`config.mk`:
```
export PLATFORM = sky130hd
export DESIGN_NAME = grt_ctrl
export DESIGN_NICKNAME = d
export VERILOG_FILES = /design/src/hdl/grt_pkg.sv /design/src/hdl/grt_ctrl.sv
export SDC_FILE = /design/constraint.sdc
export NUM_CORES = 1
export LEC_CHECK = 0
export BUFFER_PORTS_ARGS = -buffer_cell sky130_fd_sc_hd__buf_2
export CORE_AREA = 10 10 47 49
export DETAILED_ROUTE_END_ITERATION = 16
export DIE_AREA = 0 0 57 59
export SLEW_MARGIN = 20
export SYNTH_ARGS = -nofsm -noshare
export SYNTH_HDL_FRONTEND = slang
export SYNTH_SLANG_ARGS = --single-unit
```
`constraint.sdc`:
```
create_clock -name clk -period 1.8 [get_ports clk]
set_input_delay 0.09 -clock clk [delete_from_list [all_inputs] [get_ports clk]]
set_output_delay 0.09 -clock clk [all_outputs]
set_load 0.005 [all_outputs]
```
`src/hdl/grt_pkg.sv`:
```
// Package for the grid ray traversal block.
// Holds grid and distance sizes plus the controller/datapath command and status structs.
// No dependencies.
package grt_pkg;

  localparam int GRID_DIM = 64;
  localparam int COORD_W  = 6;
  localparam int DIST_W   = 32;
  localparam int CELLS    = GRID_DIM * GRID_DIM;
  localparam int CELL_AW  = $clog2(CELLS);

  localparam logic REQ_WRITE = 1'b0;
  localparam logic REQ_CAST  = 1'b1;

  typedef struct packed {
    logic clear;
    logic write;
    logic load;
    logic step;
    logic hit;
  } cmd_t;

  typedef struct packed {
    logic clear_last;
    logic start_in;
    logic exit_map;
    logic wall;
  } stat_t;

endpackage

```
`src/hdl/grt_ctrl.sv`:
```
// Controller state machine for the grid ray traversal block.
// Depends on grt_pkg (cmd_t, stat_t, request codes).
module grt_ctrl (
  input  logic           clk,
  input  logic           rst,
  input  logic           start,
  input  logic           req_type,
  input  grt_pkg::stat_t st,
  output grt_pkg::cmd_t  cmd,
  output logic           busy,
  output logic           done
);

  typedef enum logic [4:0] {
    S_CLEAR = 5'b00001,
    S_IDLE  = 5'b00010,
    S_STEP  = 5'b00100,
    S_CHECK = 5'b01000,
    S_DONE  = 5'b10000
  } state_t;

  state_t state;
  state_t state_next;

  always_ff @(posedge clk) begin
    if (rst) begin
      state <= S_CLEAR;
    end else begin
      state <= state_next;
    end
  end

  always_comb begin
    state_next = state;
    cmd        = '0;
    case (state)
      S_CLEAR: begin
        cmd.clear = 1'b1;
        if (st.clear_last) begin
          state_next = S_IDLE;
        end
      end
      S_IDLE: begin
        if (start) begin
          if (req_type == grt_pkg::REQ_WRITE) begin
            cmd.write = 1'b1;
          end else begin
            cmd.load   = 1'b1;
            state_next = st.start_in ? S_STEP : S_DONE;
          end
        end
      end
      S_STEP: begin
        cmd.step   = 1'b1;
        state_next = st.exit_map ? S_DONE : S_CHECK;
      end
      S_CHECK: begin
        if (st.wall) begin
          cmd.hit    = 1'b1;
          state_next = S_DONE;
        end else begin
          state_next = S_STEP;
        end
      end
      S_DONE: begin
        state_next = S_IDLE;
      end
      default: begin
        state_next = S_CLEAR;
      end
    endcase
  end

  assign busy = (state != S_IDLE);
  assign done = (state == S_DONE);

  a_exit_done: assert property (@(posedge clk) disable iff (rst)
    (state == S_STEP && st.exit_map) |=> done)
    else $error("exit step did not finish the cast");

  a_open_continue: assert property (@(posedge clk) disable iff (rst)
    (state == S_CHECK && !st.wall) |=> (state == S_STEP))
    else $error("open cell did not continue the walk");

  a_done_pulse: assert property (@(posedge clk) disable iff (rst)
    done |=> !done)
    else $error("result strobe longer than one cycle");

  a_done_src: assert property (@(posedge clk) disable iff (rst)
    done |-> ($past(state) == S_STEP || $past(state) == S_CHECK || $past(state) == S_IDLE))
    else $error("result strobe without a cast");

endmodule

```
; Word-level counts from Yosys, hierarchy flattened
; Cells that the tools add are included.
[op_classes]
n_eq_ne = 9
mux = 15
n_reduce_logical = 1
[op_table]
columns = operator, n
row1 = 5-bit 2-to-1 mux, 6
row2 = 5-bit case mux with 5 select lines, 1
row3 = 1-bit 2-to-1 mux, 6
row4 = "2-bit != test, second input constant", 3
row5 = "5-bit by 1-bit equality test with 1-bit output, second input constant", 1
row6 = "5-bit by 2-bit equality test with 1-bit output, second input constant", 1
row7 = "5-bit by 3-bit equality test with 1-bit output, second input constant", 1
row8 = "5-bit by 4-bit equality test with 1-bit output, second input constant", 1
row9 = "5-bit equality test, second input constant", 1
row10 = "5-bit by 2-bit != test with 1-bit output, second input constant", 1
row11 = 2-bit 2-to-1 mux, 2
row12 = 3-bit AND reduction, 1
[word_totals]
reg_bits = 5
input_bits = 8
elab_cells = 26

; Logic depth before layout (Yosys ltp)
[logic_depth]
ltp_word = 4
depth_mapped = 4
mapped_depth_nobuf = 4

; Least setup slack after synthesis
; Ideal clock, no wire load.
[synth_path]
path_type = flip-flop to flip-flop
startpoint = register state[0]
endpoint = register state[2]
setup_time_ns = 0.117
arrival_time_ns = 1.234
path_slack_ns = 0.449
path_stages_with_launch = 5
n_path_buf = 0
synth_period_minus_slack_ns = 1.351
cell_sequence = dfxtp_1 -> or2_4 -> nor4b_4 -> a221o_1 -> nor2_1
[synth_via]
elab_chain_len = 3
[synth_lines]
columns = item, line_no
row1 = start: declaration, grt_ctrl.sv:22  ; state_t state;
row2 = start signal: assignment, grt_ctrl.sv:29  ; state <= state_next;
row3 = 5-bit by 1-bit equality test with 1-bit output or 5-bit by 2-bit equality test with 1-bit output (tied branches), grt_ctrl.sv:36  ; case (state)
row4 = 2-bit != test (no line), -
row5 = 3-bit AND reduction (no line), -
; Several ways; a longest one is shown, not always the timed one.
; A chain may end at the register's enable or synchronous reset.

; Final worst setup path
[layout_path]
startpoint = register state[0]
endpoint = output busy
[layout_via]
elab_chain_len = 1
[layout_lines]
columns = item, line_no
row1 = 5-bit by 2-bit != test with 1-bit output, grt_ctrl.sv:74  ; assign busy = (state != S_IDLE);
row2 = end: declaration, grt_ctrl.sv:10  ; output logic busy,
; No other way between the ends.

==> results summary <==
The flow ran to the end, and the final reports show no timing, DRC or antenna violations. The layout overhead on the synthesized area came out at 41.4%. The net count after synthesis is 47. Wires add up to 902 µm. The critical path goes through or2_4 -> nor4b_4 -> buf_4 -> inv_1 -> buf_2. The synthesized instance count is 39.

The portion of synthesized cell area occupied by the leading cell type is 28.1%. The largest fanout on the critical path came out at 6. The count of buffers inserted at the top-level ports came out at 14. By startpoint and endpoint, the worst setup path is classified as reg2out. The achievable clock frequency is 594 MHz.

The post-DP HPWL came out at 727 µm. The post-route netlist has 47.5% of its cells at a drive strength greater than 1. At the pin with the least slew margin, the transition time is 0.341 ns. The number of enable-type register cells in the synthesized netlist is 0. TritonCTS built the clock tree.

The final cell count without fillers came out at 77. The number of DRC violations after detailed routing came out at 0. In this run the worst hold path is classified as in2reg.

The total negative slack for setup checks came out at 0 ns. The via count came out at 357. The slack of the worst reg-to-reg path is 0.31 ns.

In the routed layout, each cell is associated on average with a via count of 4.64. The TritonCTS sink count came out at 5. The core occupancy in the finished layout came out at 36.0%. The worst pin sits at a relative slew slack of 77.2%. The layout net count came out at 70.

The highest-delay cell along the critical path is nor4b_4. The die boundary width came out at 57 µm. The area enclosed by the die boundary came out at 3360 µm². The commonest cells after synthesis are 5 x dfxtp_1, 3 x inv_1, 3 x nor2_1. In this run the critical register-to-register path is launched from state[0]$_SDFFE_PP1P_. The post-synthesis async set-or-reset flop share is 0%. In this run the most critical hold path is launched from st[1]. The static leakage came out at 0.221 nW.

The flip-flop count of the largest register, all copies and words added is 5. The final hold slack is 0.0262 ns. The worst path required time is 1.71 ns. The total congestion overflow after global routing came out at 0.

After floorplanning, the core was divided into 14 placement rows. The stage delay of the slowest cell on the critical path is 0.38 ns. In this run, synthesis produced a sequential element count of 5. CTS built an H-tree with a depth of 1. The initial core utilization came out at 25.4%. Setup repair after global routing left no endpoint under its margin. For this run, the number of Yosys warnings is 0. In the final layout, the registers with the most flip-flops are state (5). Summed over all instances, the cell type with the most area after synthesis is dfxtp_1. The endpoint type of the worst setup path is an output port.

The worst path in the final design needs a cycle of 1.68 ns, including I/O delays and setup. The number of nets still failing antenna checks after routing came out at 0. The final setup violation count came out at 0. In the post-synthesis netlist, the cell with the most instances is dfxtp_1. The via count of the first global-routing pass came out at 355. The total clock buffers created by CTS is 3. The routability-driven placement congestion ratio came out at 0.727.

The count of final max-slew check failures is 0. The number of distinct standard cells referenced by the synthesized netlist is 26. The highest ir drop seen on vdd came out at 0.401 mV. The post-synthesis area per instance is 9.14 µm².

The cell area after synthesis came out at 357 µm². Clock tree synthesis selected as its root buffer the cell clkbuf_4. The area of the core is 1400 µm². The critical path data arrival time came out at 1.59 ns. The number of antenna violations at the first check in global routing came out at 0. After layout, the worst path uses 93.5% of the clock period.

The clock latency reported for the late side of the worst-skew pair is 0.25 ns. The clock-pin slew reported for the worst setup and hold paths after clock tree synthesis came out at 0.05 ns. The wire length of the first global-routing pass came out at 1540 µm. The number of antenna diodes in the final layout is 0. After synthesis, flip-flops and latches occupy 28.1% of the total area. The total power divided by cell area is 650 nW/µm². The clock passes through at most 2 buffers. The number of I/O pins came out at 15.

The first-pass iteration count of the detailed router came out at 3. Sorting the synthesized cells by area gives the leading types as dfxtp_1 28%, nor4b_2 8.4%, nor4b_4 6.7%. The worst setup path is launched from a flip-flop. The number of filler cells placed in the layout is 159. Across every metal layer, demand over resource in global routing totals 5.69%. The initial detailed-routing violation count came out at 7. Hold repair after CTS inserted 0 buffers. The height of the chip is 59 µm.

Entering global routing, the biggest net connects 9 pins. Among all flip-flop cells after synthesis, the most frequent one is dfxtp_1. The register bank with the most flops is state. Dividing the detail-routed wire length by the instance count gives 11.7 µm. The number of failing hold endpoints at the final stage is 0. The number of instances in the placed design is 70.

Across the run, the number of max-cap violations was 0. The worst clock skew on the final layout is 0.00171 ns. The worst setup path startpoint is state[0]$_SDFFE_PP1P_.
## cells by family after synthesis
kind of cell,after synthesis,synth area share (%)
simple gates,18,40.4
compound gates,12,26.0
flops,5,28.1
buf+inv,3,3.16
xor+xnor,1,2.46
## final timing paths
path                            to  depth (start not counted)
min          state[3]$_SDFFE_PP0P_                          2
min reg2reg  state[1]$_SDFFE_PP0P_                          1
max reg2reg  state[1]$_SDFFE_PP0P_                          5
max                           busy                          5
## timing repair
item,CTS,global route
gates resized for setup,0,0
endpoints found under the setup margin,0,2
hold endpoints to repair,0,0
setup buffers,0,3
## final cells by class
cell class | count | area (µm²) | share of cell area (%)
inverter | 3 | 11.3 | 2.23
tap | 16 | 20.0 | 3.97
multi-input combinational | 31 | 245 | 48.6
clock buffer | 3 | 22.5 | 4.47
clock inverter | 1 | 5.00 | 0.993
timing repair buffer | 18 | 100 | 19.9
sequential | 5 | 100 | 19.9
## layer usage
metal	vias up	track usage, %	wire [µm]	part of all wire (%)
met3	0	4.51	49	5.4
met5	-	0	0	0
met4	0	1.01	0	0
li1	191	-	-	-
met2	6	8.99	472	52
met1	160	5.91	380	42
## where the power goes
group / switching [W] / internal, W / total (W)
clock network: 0.0000524 / 0.0000807 / 0.000133
logic: 0.0000291 / 0.0000401 / 0.0000692
registers: 0.00000901 / 0.000116 / 0.000125
total: 0.0000905 / 0.000237 / 0.000328
## critical path, delay by kind of cell, from the launching register on
| family | cells | cell delay, ns |
|---|---|---|
| simple gates | 2 | 0.67 |
| flops | 1 | 0.34 |
| buf+inv | 3 | 0.33 |
## layout by cell type (no fill, tap or decap), drive strengths merged
cell type / netlist / final
buf: 0 / 18
nor3: 1 / 1
inv: 3 / 3
nand2: 2 / 2
xor2: 1 / 1
and2b: 1 / 1
a21o: 1 / 1
clkinv: 0 / 1
nor2: 3 / 3
or3: 1 / 1
a22oi: 3 / 3
and3: 1 / 1
a21oi: 1 / 1
clkbuf: 0 / 3
nand2b: 1 / 1
dfxtp: 5 / 5
and3b: 1 / 1
o211ai: 1 / 1
o21ai: 2 / 2
nor3b: 1 / 1
a211oi: 1 / 1
a2111oi: 1 / 1
or2: 1 / 1
nor4b: 3 / 3
a221o: 1 / 1
and2: 2 / 2
o21bai: 1 / 1
## stage by stage
stage          instance area (µm²)  worst slack [ns]  power, W
3_5_place_dp                   454             0.317  0.000193
5_1_grt                        504            0.0276  0.000350
2_1_floorplan                  357             0.449  0.000166
3_3_place_gp                   454             0.337  0.000193
6_report                       504             0.118  0.000328
4_1_cts                        482            0.0702  0.000329
(Power assumes the default switching activity.)
